File: config.mk
export PLATFORM = sky130hd
export DESIGN_NAME = touch_hold_auto_repeat_timer
export DESIGN_NICKNAME = d
export VERILOG_FILES = /design/src/hdl/thart_pkg.sv /design/src/hdl/thart_cfg_regs.sv /design/src/hdl/thart_fsm.sv /design/src/hdl/touch_hold_auto_repeat_timer.sv
export SDC_FILE = /design/constraint.sdc
export NUM_CORES = 1
export LEC_CHECK = 0
export ABC_AREA = 1
export BUFFER_PORTS_ARGS = -buffer_cell sky130_fd_sc_hd__buf_4
export CAP_MARGIN = 5
export CORE_ASPECT_RATIO = 0.7
export CORE_UTILIZATION = 45
export DETAILED_ROUTE_END_ITERATION = 8
export PLACE_DENSITY = 0.72
export SYNTH_ARGS = -nofsm -noshare
export SYNTH_HDL_FRONTEND = slang
export SYNTH_SLANG_ARGS = --single-unit
File: constraint.sdc
create_clock -name clk_i -period 3.05 [get_ports clk_i]
set_input_delay 0.1525 -clock clk_i [delete_from_list [all_inputs] [get_ports clk_i]]
set_output_delay 0.1525 -clock clk_i [all_outputs]
set_load 0.02 [all_outputs]
File: src/hdl/thart_pkg.sv
// ----------------------------------------------------------------------------
// thart_pkg
// Shared types, state codes and helpers for the touch-hold auto-repeat timer.
// ----------------------------------------------------------------------------
package thart_pkg;

  localparam int unsigned CntW  = 16;
  localparam int unsigned ModeW = 4;
  localparam int unsigned CfgIdxW = 2;

  localparam logic [ModeW-1:0] MODE_START   = 4'd0;
  localparam logic [ModeW-1:0] MODE_INIT    = 4'd1;
  localparam logic [ModeW-1:0] MODE_FIRST   = 4'd2;
  localparam logic [ModeW-1:0] MODE_WAIT    = 4'd3;
  localparam logic [ModeW-1:0] MODE_SECOND  = 4'd4;
  localparam logic [ModeW-1:0] MODE_SETTLE  = 4'd5;
  localparam logic [ModeW-1:0] MODE_HOLD    = 4'd6;
  localparam logic [ModeW-1:0] MODE_REPEAT  = 4'd7;
  localparam logic [ModeW-1:0] MODE_EXPIRED = 4'd8;

  localparam logic [CfgIdxW-1:0] CFG_SECOND_TICKS     = 2'd0;
  localparam logic [CfgIdxW-1:0] CFG_SETTLE_TICKS     = 2'd1;
  localparam logic [CfgIdxW-1:0] CFG_HOLD_DELAY_TICKS = 2'd2;
  localparam logic [CfgIdxW-1:0] CFG_REPEAT_TICKS     = 2'd3;

  localparam logic [CntW-1:0] SECOND_TICKS_RST     = 16'd20;
  localparam logic [CntW-1:0] SETTLE_TICKS_RST     = 16'd1;
  localparam logic [CntW-1:0] HOLD_DELAY_TICKS_RST = 16'd10;
  localparam logic [CntW-1:0] REPEAT_TICKS_RST     = 16'd2;

  localparam logic [CntW-1:0] CNT_MAX = {CntW{1'b1}};

  typedef struct packed {
    logic [CntW-1:0] second_ticks;
    logic [CntW-1:0] settle_ticks;
    logic [CntW-1:0] hold_delay_ticks;
    logic [CntW-1:0] repeat_ticks;
  } cfg_t;

  typedef struct packed {
    logic             advance_second;
    logic             inc_dec_pulse;
    logic             consume_touch;
    logic [ModeW-1:0] mode_code;
  } result_t;

  function automatic logic [CntW-1:0] sat_inc(input logic [CntW-1:0] v);
    sat_inc = (v == CNT_MAX) ? v : v + CntW'(1);
  endfunction

endpackage

File: src/hdl/thart_cfg_regs.sv
// ----------------------------------------------------------------------------
// thart_cfg_regs
// Threshold registers written through the plain configuration port.
// ----------------------------------------------------------------------------
module thart_cfg_regs (
  input  logic                            clk_i,
  input  logic                            rst_ni,
  input  logic                            cfg_we_i,
  input  logic [thart_pkg::CfgIdxW-1:0]   cfg_idx_i,
  input  logic [thart_pkg::CntW-1:0]      cfg_wdata_i,
  output thart_pkg::cfg_t                 cfg_o
);

  thart_pkg::cfg_t cfg_q;

  always_ff @(posedge clk_i or negedge rst_ni) begin
    if (!rst_ni) begin
      cfg_q.second_ticks     <= thart_pkg::SECOND_TICKS_RST;
      cfg_q.settle_ticks     <= thart_pkg::SETTLE_TICKS_RST;
      cfg_q.hold_delay_ticks <= thart_pkg::HOLD_DELAY_TICKS_RST;
      cfg_q.repeat_ticks     <= thart_pkg::REPEAT_TICKS_RST;
    end else if (cfg_we_i) begin
      case (cfg_idx_i)
        thart_pkg::CFG_SECOND_TICKS:     cfg_q.second_ticks     <= cfg_wdata_i;
        thart_pkg::CFG_SETTLE_TICKS:     cfg_q.settle_ticks     <= cfg_wdata_i;
        thart_pkg::CFG_HOLD_DELAY_TICKS: cfg_q.hold_delay_ticks <= cfg_wdata_i;
        thart_pkg::CFG_REPEAT_TICKS:     cfg_q.repeat_ticks     <= cfg_wdata_i;
        default: begin
        end
      endcase
    end
  end

  assign cfg_o = cfg_q;

endmodule

File: src/hdl/thart_fsm.sv
// ----------------------------------------------------------------------------
// thart_fsm
// Nine-state touch controller with saturating tick counters, one tick per step.
// ----------------------------------------------------------------------------
module thart_fsm (
  input  logic               clk_i,
  input  logic               rst_ni,
  input  logic               step_i,
  input  logic               touched_i,
  input  thart_pkg::cfg_t    cfg_i,
  output thart_pkg::result_t res_o
);

  logic [thart_pkg::ModeW-1:0] mode_q, mode_d;
  logic [thart_pkg::CntW-1:0]  settle_q, settle_d;
  logic [thart_pkg::CntW-1:0]  hold_q, hold_d;
  logic [thart_pkg::CntW-1:0]  repeat_q, repeat_d;
  logic [thart_pkg::CntW-1:0]  second_q, second_d;
  logic                        adv, inc, cons;

  // transition
  always_comb begin
    mode_d = mode_q;
    adv    = 1'b0;
    inc    = 1'b0;
    cons   = 1'b0;
    case (mode_q)
      thart_pkg::MODE_START: mode_d = thart_pkg::MODE_INIT;
      thart_pkg::MODE_INIT:  mode_d = thart_pkg::MODE_FIRST;
      thart_pkg::MODE_FIRST: begin
        if (touched_i) begin
          mode_d = thart_pkg::MODE_WAIT;
          cons   = 1'b1;
        end
      end
      thart_pkg::MODE_WAIT: begin
        if (touched_i) begin
          mode_d = thart_pkg::MODE_SETTLE;
          cons   = 1'b1;
        end else if (second_q >= cfg_i.second_ticks) begin
          mode_d = thart_pkg::MODE_SECOND;
        end
      end
      thart_pkg::MODE_SECOND: begin
        mode_d = thart_pkg::MODE_WAIT;
        adv    = 1'b1;
      end
      thart_pkg::MODE_SETTLE: begin
        if (settle_q >= cfg_i.settle_ticks) begin
          if (touched_i) begin
            mode_d = thart_pkg::MODE_HOLD;
          end else begin
            mode_d = thart_pkg::MODE_WAIT;
            inc    = 1'b1;
          end
        end
      end
      thart_pkg::MODE_HOLD: begin
        if (!touched_i) begin
          mode_d = thart_pkg::MODE_WAIT;
          inc    = 1'b1;
        end else if (hold_q >= cfg_i.hold_delay_ticks) begin
          mode_d = thart_pkg::MODE_REPEAT;
          inc    = 1'b1;
        end
      end
      thart_pkg::MODE_REPEAT: begin
        if (!touched_i) begin
          mode_d = thart_pkg::MODE_WAIT;
        end else if (repeat_q >= cfg_i.repeat_ticks) begin
          mode_d = thart_pkg::MODE_EXPIRED;
        end
      end
      thart_pkg::MODE_EXPIRED: begin
        if (!touched_i) begin
          mode_d = thart_pkg::MODE_WAIT;
        end else begin
          mode_d = thart_pkg::MODE_REPEAT;
          inc    = 1'b1;
        end
      end
      default: mode_d = thart_pkg::MODE_START;
    endcase
  end

  // counter action of the new state
  always_comb begin
    settle_d = settle_q;
    hold_d   = hold_q;
    repeat_d = repeat_q;
    second_d = second_q;
    case (mode_d)
      thart_pkg::MODE_INIT: begin
        settle_d = '0;
        hold_d   = '0;
        repeat_d = '0;
        second_d = '0;
      end
      thart_pkg::MODE_WAIT: begin
        settle_d = '0;
        hold_d   = '0;
        repeat_d = '0;
        second_d = thart_pkg::sat_inc(second_q);
      end
      thart_pkg::MODE_SECOND:  second_d = '0;
      thart_pkg::MODE_SETTLE:  settle_d = thart_pkg::sat_inc(settle_q);
      thart_pkg::MODE_HOLD:    hold_d   = thart_pkg::sat_inc(hold_q);
      thart_pkg::MODE_REPEAT:  repeat_d = thart_pkg::sat_inc(repeat_q);
      thart_pkg::MODE_EXPIRED: repeat_d = '0;
      default: begin
      end
    endcase
  end

  always_ff @(posedge clk_i or negedge rst_ni) begin
    if (!rst_ni) begin
      mode_q   <= thart_pkg::MODE_START;
      settle_q <= '0;
      hold_q   <= '0;
      repeat_q <= '0;
      second_q <= '0;
    end else if (step_i) begin
      mode_q   <= mode_d;
      settle_q <= settle_d;
      hold_q   <= hold_d;
      repeat_q <= repeat_d;
      second_q <= second_d;
    end
  end

  assign res_o.advance_second = adv;
  assign res_o.inc_dec_pulse  = inc;
  assign res_o.consume_touch  = cons;
  assign res_o.mode_code      = mode_d;

endmodule

File: src/hdl/touch_hold_auto_repeat_timer.sv
// ----------------------------------------------------------------------------
// touch_hold_auto_repeat_timer
// Touch-hold auto-repeat timer: one touch sample in, one result per tick out.
// ----------------------------------------------------------------------------
// path: an input transfer is held in the input register, then in the
//   result register, from which its result is shown
// throughput: one tick per cycle unless the output stalls
// reset: asynchronous, active low; state to start, counters to zero,
//   thresholds to 20, 1, 10 and 2 ticks, both pipeline registers empty
module touch_hold_auto_repeat_timer (
  input  logic                          clk_i,
  input  logic                          rst_ni,
  input  logic                          in_valid_i,
  output logic                          in_stall_o,
  input  logic                          touched_i,
  output logic                          out_valid_o,
  input  logic                          out_stall_i,
  output logic                          advance_second_o,
  output logic                          inc_dec_pulse_o,
  output logic                          consume_touch_o,
  output logic [thart_pkg::ModeW-1:0]   mode_code_o,
  input  logic                          cfg_we_i,
  input  logic [thart_pkg::CfgIdxW-1:0] cfg_idx_i,
  input  logic [thart_pkg::CntW-1:0]    cfg_wdata_i
);

  thart_pkg::cfg_t    cfg;
  thart_pkg::result_t res;
  thart_pkg::result_t res_q;

  logic in_valid_q;
  logic touched_q;
  logic out_valid_q;
  logic out_free;
  logic step;

  assign out_free   = !out_valid_q || !out_stall_i;
  assign step       = in_valid_q && out_free;
  assign in_stall_o = in_valid_q && !out_free;

  thart_cfg_regs u_cfg (
    .clk_i       (clk_i),
    .rst_ni      (rst_ni),
    .cfg_we_i    (cfg_we_i),
    .cfg_idx_i   (cfg_idx_i),
    .cfg_wdata_i (cfg_wdata_i),
    .cfg_o       (cfg)
  );

  thart_fsm u_fsm (
    .clk_i     (clk_i),
    .rst_ni    (rst_ni),
    .step_i    (step),
    .touched_i (touched_q),
    .cfg_i     (cfg),
    .res_o     (res)
  );

  // input register
  always_ff @(posedge clk_i or negedge rst_ni) begin
    if (!rst_ni) begin
      in_valid_q <= 1'b0;
    end else if (!in_stall_o) begin
      in_valid_q <= in_valid_i;
    end
  end

  always_ff @(posedge clk_i) begin
    if (in_valid_i && !in_stall_o) begin
      touched_q <= touched_i;
    end
  end

  // result register
  always_ff @(posedge clk_i or negedge rst_ni) begin
    if (!rst_ni) begin
      out_valid_q <= 1'b0;
    end else if (out_free) begin
      out_valid_q <= step;
    end
  end

  always_ff @(posedge clk_i) begin
    if (step) begin
      res_q <= res;
    end
  end

  assign out_valid_o      = out_valid_q;
  assign advance_second_o = res_q.advance_second;
  assign inc_dec_pulse_o  = res_q.inc_dec_pulse;
  assign consume_touch_o  = res_q.consume_touch;
  assign mode_code_o      = res_q.mode_code;

endmodule
* After elaboration in Yosys (flattened, before gate mapping)
Index checks and enable logic that the tools add are counted.
** Operators by class
- $add $sub $neg :: 4
- $lt $le $gt $ge :: 4
- Equal/unequal tests :: 26
- Muxes and demuxes :: 26
- Reduce and logical (&&, ||, !) cells :: 26
** Operators with widths (number)
- 16-bit one-hot mux with 2 select lines :: 4
- 16-bit by 1-bit adder with 16-bit output, second input constant :: 4
- 16-bit equality test, second input constant :: 4
- 16-bit greater-or-equal comparator :: 4
- 16-bit 2-to-1 mux :: 4
- 4-bit one-hot mux with 9 select lines :: 1
- 4-bit by 3-bit equality test with 1-bit output, second input constant :: 8
- 4-bit 2-to-1 mux :: 8
- 4-bit by 2-bit equality test with 1-bit output, second input constant :: 3
- 3-bit AND reduction :: 4
- 4-bit by 1-bit equality test with 1-bit output, second input constant :: 2
- 4-bit equality test, second input constant :: 2
- 2-bit inequality test, second input constant :: 4
- 2-bit AND reduction :: 4
- 2-bit nonzero test :: 4
- 1-bit 2-to-1 mux :: 6
- 3-bit 2-to-1 mux :: 2
- 2-bit OR reduction :: 3
- 2-bit equality test, second input constant :: 2
- 1-bit zero test :: 4
- 4-bit zero test :: 1
- 1-bit logical AND :: 3
- 1-bit one-hot mux with 3 select lines :: 1
- 3-bit OR reduction :: 1
- 3 further kinds :: 3
** Word-level totals
- Register bits :: 142
- Output and inout bits :: 9

* Depth between registers and ports, before layout
Gate-level depths: netlist (run 1).
- Word-level depth :: 8
- Gate-level depth with buffers :: 22
- Gate-level depth less buffers :: 21

* Modules after synthesis
A second synthesis (run 1) with hierarchy kept.
** Second synthesis, totals
- Cells, all modules :: 1267
- Area total of the unflattened synthesis :: 9452.8 µm²
** Modules (own cells, without submodules)
- thart_fsm :: times used 1, cells an instance 962, area an instance 6498.7 µm², seq. area each 1701.6 µm²
- thart_cfg_regs :: times used 1, cells an instance 285, area an instance 2618.8 µm², seq. area each 1609.0 µm²
- touch_hold_auto_repeat_timer :: times used 1, cells an instance 20, area an instance 335.3 µm², seq. area each 290.3 µm²

* Worst setup path after synthesis (run 1)
No wires, ideal clock.
- Kind :: register to register
- Start point :: reg u_cfg.cfg_q (netlist bit u_cfg.cfg_o[1])
- End point :: reg u_fsm.settle_q[13] (netlist name)
- Data arrival time :: 2306 ps
- Required time :: 2929 ps
- Slack :: 623 ps
- Cell stages (with the launch flop) :: 20
- Path buffers :: 2
- Clock period less this slack :: 2427 ps
- Path through :: dfstp_2 -> inv_1 -> ha_1 -> nand2_1 -> nor2_1 -> and2_1 -> nor2_1 -> nand2_1 -> nand2_1 -> nand3_2 -> nand2_2 -> a21oi_2 -> nand3_2 -> buf_4 -> nand3_1 -> nand2_1 -> nand3_2 -> buf_4 -> nand2_1 -> o21ai_1
** RTL lines
- start, declared :: RTL line thart_cfg_regs.sv:14 : thart_pkg::cfg_t cfg_q;
- end signal, assigned :: RTL line thart_fsm.sv:124 : settle_q <= settle_d;
- end, declared :: RTL line thart_fsm.sv:15 : logic [thart_pkg::CntW-1:0] settle_q, settle_d;

* Worst setup path after layout (run 1)
- Start point :: reg u_cfg.cfg_q (netlist bit u_cfg.cfg_o[52])
- End point :: reg u_fsm.second_q[10] (netlist name)
** Between the ends
- Word-level cells in the longest chain between the ends :: 8
- Elaborated cells on any way between the ends :: 12
- Those cells by class :: order compare (1); eq/ne (4); mux (4); reduce/logical (3)
** Ends and longest elaborated chain
- 16-bit greater-or-equal comparator * :: RTL line thart_fsm.sv:40 : end else if (second_q >= cfg_i.second_ticks) begin
- 4-bit 2-to-1 mux * :: RTL line thart_fsm.sv:40
- 4-bit 2-to-1 mux * :: RTL line thart_fsm.sv:37 : if (touched_i) begin
- 4-bit one-hot mux with 9 select lines * :: RTL line thart_fsm.sv:27 : case (mode_q)
- 4-bit by 1-bit equality test with 1-bit output / 4-bit by 3-bit equality test with 1-bit output (equally long branches) :: RTL line thart_fsm.sv:92 : case (mode_d)
- 2-bit OR reduction (no source line)
- 2-bit nonzero test (no source line)
- 3-bit AND reduction (no source line)
- end signal, assigned :: RTL line thart_fsm.sv:127 : second_q <= second_d;
- end, declared :: RTL line thart_fsm.sv:18 : logic [thart_pkg::CntW-1:0] second_q, second_d;
Mark *: on every way between the ends. The rest lies on a longest branch, timed or not.
A chain may end at the register's enable or synchronous reset.

==> results of run 1 <==
==> power by group through the flow <==
stage | clock network, uW | registers (uW) | logic [uW]
final | 2020 | 2320 | 2090
after global routing | 2150 | 2350 | 2330
after CTS | 2060 | 2320 | 2050
after detailed placement | 0 | 2350 | 2030
after global placement | 0 | 2340 | 1990
after floorplan | 0 | 2330 | 1470
==> worst max-delay path, cell delays in order (launching register included) <==
cell and delay (ns):
dfstp_2 0.53, inv_1 0.04, ha_1 0.27, nand2_1 0.06
inv_1 0.04, nand2_1 0.08, nor2_1 0.05, nor2_1 0.07
nand2_1 0.07, nand2_1 0.17, nand3_1 0.10, a21boi_1 0.22
nand3_1 0.16, inv_1 0.09, nand2_2 0.13, nand2_2 0.13
nand3_4 0.09, buf_4 0.21, nand2_1 0.07, nand2_1 0.05
==> worst paths after layout <==
check / cells after the start / end / from
setup / recovery: 19 / u_fsm.second_q[10] / u_cfg.cfg_o[52]
hold / removal: 3 / u_cfg.cfg_o[46] / cfg_wdata_i[14]
setup reg to reg: 19 / u_fsm.second_q[10] / u_cfg.cfg_o[52]
hold reg to reg: 2 / out_valid_o / in_valid_q
max in group asynchronous: 3 / u_cfg.cfg_o[1] / rst_ni
min in group asynchronous: 2 / u_fsm.second_q[0] / rst_ni
==> layout make-up <==
| class | count | area (um^2) |
|---|---|---|
| clock buffers | 17 | 425 |
| repair buffers | 56 | 459 |
| clock inverters | 15 | 139 |
| flip-flops and latches | 142 | 3600 |
| well taps | 264 | 330 |
| multi-input cells | 846 | 4580 |
| fillers | 1805 | 9030 |
| inverters | 162 | 611 |
==> logic make-up (layout without fill, tap and decap cells) <==
logic type / count (synthesis) / after routing / share of synthesized area, %
AOI/OAI and AO/OA: 132 / 132 / 7.58
xor gates and xnor gates: 47 / 47 / 4.60
DFF: 142 / 142 / 40.3
buffers and inverters: 193 / 250 / 8.67
adders and majority gates: 68 / 68 / 9.51
and+or+nand+nor: 599 / 599 / 29.4
==> metal layers <==
| layer | share of wire, % | vias to the layer above | wire [um] |
|---|---|---|---|
| li1 | - | 3871 | - |
| met1 | 50 | 3562 | 10800 |
| met2 | 44 | 152 | 9360 |
| met3 | 4.7 | 25 | 1000 |
| met4 | 1.2 | 0 | 255 |
| met5 | 0 | - | 0 |
==> repair_timing <==
action | CTS | global route
setup buffers | 0 | 1
hold buffers | 4 | 0
resized for setup | 0 | 4
endpoints found under the setup margin | 0 | 37
hold endpoints to repair | 65 | 0
==> sequential cells by signal, indices dropped and copies added (netlist names) <==
| signal | flops |
|---|---|
| u_fsm.settle_q | 16 |
| mode_code_o | 4 |
| in_valid_q | 1 |
| u_fsm.second_q | 16 |
| inc_dec_pulse_o | 1 |
| out_valid_o | 1 |
| u_fsm.repeat_q | 16 |
| u_fsm.mode_q | 4 |
| u_cfg.cfg_o | 64 |
| advance_second_o | 1 |
| consume_touch_o | 1 |
| touched_q | 1 |
| u_fsm.hold_q | 16 |
==> synthesized netlist by cell type (2+ instances only) <==
master    count  area share (%)
dfrtp_1     128              36
nand4_1      26             1.8
and2_1        3            0.21
xnor2_1      13             1.3
buf_4         5            0.42
buf_6         3            0.38
a21oi_1      27             1.5
nand3_2       7            0.78
edfxtp_1      8             2.7
o21ai_0      83             4.6
nand2_2       8            0.56
nor3_2        3            0.34
inv_2         4            0.17
nor3_1       17            0.95
o21ai_1      16            0.90
xor2_1       34             3.3
dfstp_2       6             1.8
inv_1       157             6.6
buf_2         7            0.39
nand3_1      66             3.7
nand2_1     338              14
nor4_1       14            0.98
nor2_1      101             4.2
or2_1         8            0.56
clkbuf_1     15            0.63
ha_1         68             9.5
nand4_2       2            0.28
==> per-stage QoR <==
step	utilization [%]	instances	instance area, um^2	setup WS (ns)	hold slack (ns)
2_1_floorplan	-	1181	8940	0.623	-0.143
3_3_place_gp	49.6	1465	9520	0.250	0.200
6_report	52.9	1502	10100	0.290	0.0839
4_1_cts	52.8	1501	10100	0.163	0.0655
5_1_grt	52.9	1502	10100	0.0162	0.0944
3_5_place_dp	49.6	1465	9520	0.187	0.195
==> metrics.txt, run 1 <==
Seq/Total Area, Yosys=40.3%; Worst Path Max Fanout=16; vias=7,610; Setup CP Type=reg -> reg; placed wire-length estimate=15,500 um; number of detailed-route iterations in the first pass=5; vias in the first global route=7,092; port bufs=32; Req. time, crit path=3.37 ns; Distinct cells, synth=41; Core Area=19,200 um^2; nets@finish=1,317; P_sw=2550 uW; Area Growth Syn to Fin=13.4%; Site Rows=42; Final setup viols=0; DRC Markers=0; Slew HR=31.8%; Hold Vio Cnt, Final=0; vias per cell=5.07; VDD IR max=424 uV; Die H=120 um; Slew Limit Fails=0; Synth async-reset ratio=94.4%; Crit. End Element=register; Max Fclk=0.362 GHz; grt ovf=0; first-pass GRT wire length=36,200 um; Ports=33; leading cell type in the layout, fill and taps excluded=nand2_1; startpoint types=register; synthesis-stage register bit count=142; Die Wd=171 um; TritonCTS Buffers=17; Post-synth EDFFs=8; CP Data Arrival Time=3.08 ns; commonest cells after routing, fill and taps aside=nand2_1 (338), inv_1 (157), dfrtp_1 (127), nor2_1 (99), o21ai_0 (83); Clock Power Share=31.5%; mapped cell area=8940 um^2; grt met1 use=33.7%; initial cell density of the core=46.6%; Slew @ Worst Pin=1.02 ns; # diodes=0; Max Cap Viol=0; Tmin final=2.76 ns; Leakage=0.00498 uW; Sw Share=39.7%; Int Pwr=3880 uW; combinational share of power=32.4%; Worst Hold Class=in -> reg; final worst path period share=90.5%; GRT busiest layer=met2; Ys Warns=0; met3 usage=4.39%; initial DRC count=587; Worst R2R Setup Slack=0.29 ns; pwr dens=634 nW/um^2; layout cells sized above 1=9.94%; Top FF cell, synth=dfrtp_1; RePlAce Congestion=0.880; clock sink total=142; Clock Latency Late Sink=0.44 ns; RSZ-0062 raised after global routing=false; clk root buf=clkbuf_16; Post-DRT Antenna Nets=0; Setup TNS=0 ns; Syn Nets=1,273; Die ar.=20,500 um^2; clock-pin slew on the worst setup and hold paths=0.08 ns; All-Layer GR Usage=22.9%; Syn Area/Cell=7.57 um^2; Routed WL=21,400 um; H-tree depth=4; part of the power in registers=36.1%; initial antenna violation count=1; status=completed; clock tree buffer depth=2; CTS tree=done; post-layout total power=6430 uW; GRT met2 Usage=34.2%; largest net degree at the start of global routing=67; Post-Synthesis Cells=1,181; mean routed wirelength per cell=14.2 um; skew final=0.0143 ns
Power figures use the tool's default switching activity.
==> run 2: changes to the inputs <==
--- a/config.mk
+++ b/config.mk
@@ -12,6 +12,7 @@
 export CORE_UTILIZATION = 45
 export DETAILED_ROUTE_END_ITERATION = 8
 export PLACE_DENSITY = 0.72
+export SKIP_CTS_REPAIR_TIMING = 1
 export SYNTH_ARGS = -nofsm -noshare
 export SYNTH_HDL_FRONTEND = slang
 export SYNTH_SLANG_ARGS = --single-unit
==> constraint.sdc (replaced) <==
create_clock -name clk_i -period 2.7 [get_ports clk_i]
set_input_delay 0.135 -clock clk_i [delete_from_list [all_inputs] [get_ports clk_i]]
set_output_delay 0.135 -clock clk_i [all_outputs]
set_load 0.02 [all_outputs]
==> run 2 against run 1 <==
Against the previous run:
- the flow now finishes with violations (negative setup slack)
- sequential power is 13% higher
- utilization grew 6.3 points
- critical endpoint is now u_fsm.settle_q[1]
- wire length increased by 14%
==> metrics.txt, run 2 (synthesized netlist as in run 1, its figures left out) <==
worst-path cell chain=inv_1 > ha_1 > nand2_1 > inv_1 > nand2_1 > nand2_1 > nor2_1 > nand2_1 > nand2_2 > nand2_2 > nand2_1 > and2_4 > nand2_4 > nor2_8 > nand3_2 > nand2_4 > nand3_4 > clkbuf_16 > nand2_4 > o21ai_2; RePlAce Congestion=0.884 (+0.39%); GRT busiest layer=met2; startpoint types=register; slowest CP cell=dfrtp_1; area of the multi-input gates=5080 um^2 (+11%); Core Area=19,200 um^2 (unchanged); Max Cap Viol=0 (unchanged); initial DRC count=724 (+23%); Fill cells=1,672 (-7.4%); Crit. End Element=register; Hold Path Depth=3 (unchanged); pre-CTS WS=-0.00516 ns (-0.192 ns); mean routed wirelength per cell=15.5 um (+8.5%); Hold Vio Cnt, Final=0 (unchanged); Leakage=0.00554 uW (+11%); Clock Power Share=28.4% (-3.1 points); Max Fclk=0.369 GHz (+2.0%); initial antenna violation count=1 (unchanged); DRC Markers=0 (unchanged); clock tree buffer depth=2 (unchanged); WP buf/inv=3 (-1); H-tree depth=4 (unchanged); met3 usage=3.83% (-0.56 points); port bufs=32 (unchanged); combinational share of power=40.7% (+8.3 points); Req. time, crit path=3.02 ns (-0.35 ns); Area Growth Syn to Fin=27.0%; Post-DRT Antenna Nets=0 (unchanged); Die H=120 um (unchanged); Worst R2R Setup Slack=-0.007 ns (-0.30 ns); largest net degree at the start of global routing=63 (-6.0%); nets@finish=1,387 (+5.3%); placed wire-length estimate=16,000 um (+3.1%); Site Rows=42 (unchanged); Worst R2R Start=u_cfg.cfg_o[39]; Worst Path Max Fanout=8 (-8); initial cell density of the core=46.6% (unchanged); crit-path most repeated cell=nand2_1; skew final=0.0141 ns (-0.000201 ns); Die Wd=171 um (unchanged); vias per cell=5.15 (+1.7%); RSZ-0062 raised after global routing=true; R2R cell count=20 (+1); Slew @ Worst Pin=0.901 ns (-0.119 ns); clock-pin slew on the worst setup and hold paths=0.07 ns (about the same); CTS tree=done; GRT met2 Usage=35.6% (+1.4 points); Crit path max-delay family=simple AND/OR/NAND/NOR gates; Tmin final=2.71 ns (-0.0533 ns); Routed WL=24,300 um (+14%); grt met1 use=33.3% (-0.37 points); status=finished, violations left; TritonCTS Buffers=17 (unchanged); part of the power in registers=30.9% (-5.2 points); P_sw=3340 uW (+31%); vias=8,103 (+6.5%); first-pass GRT wire length=37,000 um (+2.3%); layout cells sized above 1=21.6% (+12 points); final worst path period share=100% (+9.8 points); grt ovf=0 (unchanged); Clock Latency Late Sink=0.44 ns (about the same); hold wc startpoint=cfg_wdata_i[15]; hold endpoint=u_cfg.cfg_o[15]; clock sink total=142 (unchanged); CP Data Arrival Time=3.03 ns (-0.05 ns); Worst Hold Class=in -> reg; Die ar.=20,500 um^2 (unchanged); leading cell type in the layout, fill and taps excluded=nand2_1; clk root buf=clkbuf_16; max reg flops=64 (unchanged); Slew Limit Fails=0 (unchanged); All-Layer GR Usage=23.2% (+0.34 points); Setup CP Type=reg -> reg; post-layout total power=8500 uW (+32%); number of detailed-route iterations in the first pass=5 (unchanged); Final WS setup=-0.00692 ns (-0.297 ns); commonest cells after routing, fill and taps aside=nand2_1 (300), inv_1 (154), dfrtp_1 (126), buf_4 (103), nor2_1 (95); VDD IR max=523 uV (+23%); max incr delay on CP=0.36 ns (-0.17 ns); Ports=33 (unchanged); Register Area=3600 um^2 (about the same); pwr dens=748 nW/um^2 (+18%); Sw Share=39.3% (-0.36 points); Slew HR=39.8% (+8.0 points); reg2reg end=u_fsm.settle_q[1]; vias in the first global route=7,324 (+3.3%); Setup TNS=-0.0109 ns (-0.0109 ns); violated checks=negative setup slack; Final setup viols=3 (+3); # diodes=0 (unchanged); Int Pwr=5160 uW (+33%)
## run 2: cell count changes in the layout (fill, tap and decap cells not counted), sizes merged
| cell | delta |
|---|---|
| buf | +66 |
| clkbuf | +4 |
| bufinv | +1 |
| inv | -1 |
## run 2: how the worst max path moves through the flow
stage | from | endpoint | slack, ns | depth (start not counted)
2_1_floorplan | u_cfg.cfg_o[1] | u_fsm.settle_q[13] | 0.27 | 19
3_3_place_gp | u_cfg.cfg_o[1] | u_fsm.second_q[2] | 0.08 | 19
3_5_place_dp | u_cfg.cfg_o[43] | u_fsm.second_q[5] | -0.005 | 16
4_1_cts | u_cfg.cfg_o[43] | u_fsm.second_q[14] | -0.03 | 16
5_1_grt | u_cfg.cfg_o[39] | u_fsm.settle_q[2] | -0.18 | 19
6_report | u_cfg.cfg_o[39] | u_fsm.settle_q[1] | -0.007 | 20
## run 2: stage by stage
| step | instances | hold WS (ns) | util, % | instance area (um^2) |
|---|---|---|---|---|
| 6_report | 1572 | 0.0515 | 59.2 | 11400 |
| 5_1_grt | 1572 | 0.0729 | 59.2 | 11400 |
| 4_1_cts | 1540 | -0.343 | 54.7 | 10500 |
| 3_5_place_dp | 1508 | 0.126 | 51.6 | 9900 |
| 3_3_place_gp | 1508 | 0.122 | 51.6 | 9900 |
| 2_1_floorplan | 1181 | -0.161 | - | 8940 |
## run 2: per-layer routing
| layer | wire length, um | part of all wire (%) | vias to the layer above |
|---|---|---|---|
| li1 | - | - | 4020 |
| met4 | 387 | 1.6 | 0 |
| met5 | 0 | 0 | - |
| met2 | 11300 | 46 | 201 |
| met3 | 1240 | 5.1 | 38 |
| met1 | 11400 | 47 | 3844 |
## run 2: worst reg2reg max path: stages (launching register included)
cell,delay (ns)
dfrtp_1,0.36
inv_1,0.05
ha_1,0.32
nand2_1,0.08
inv_1,0.05
nand2_1,0.07
nand2_1,0.07
nor2_1,0.10
nand2_1,0.07
nand2_2,0.10
nand2_2,0.08
nand2_1,0.10
and2_4,0.17
nand2_4,0.07
nor2_8,0.16
nand3_2,0.13
nand2_4,0.10
nand3_4,0.14
clkbuf_16,0.23
nand2_4,0.06
o21ai_2,0.06
## run 2: power by group through the flow
stage,Clock [uW],Combinational [uW],Sequential [uW]
3_3_place_gp,0,2430,2630
2_1_floorplan,0,1660,2630
3_5_place_dp,0,2490,2640
4_1_cts,2440,2510,2600
6_report,2420,3460,2630
5_1_grt,2540,3760,2650
## run 2: layout make-up
cell class,instances,area share (%)
Clock buffer,17,3.74
Clock inverter,15,1.46
Inverter,162,5.42
Multi-Input combinational cell,846,44.7
Sequential cell,142,31.7
Tap cell,264,2.91
Timing Repair Buffer,126,10.0
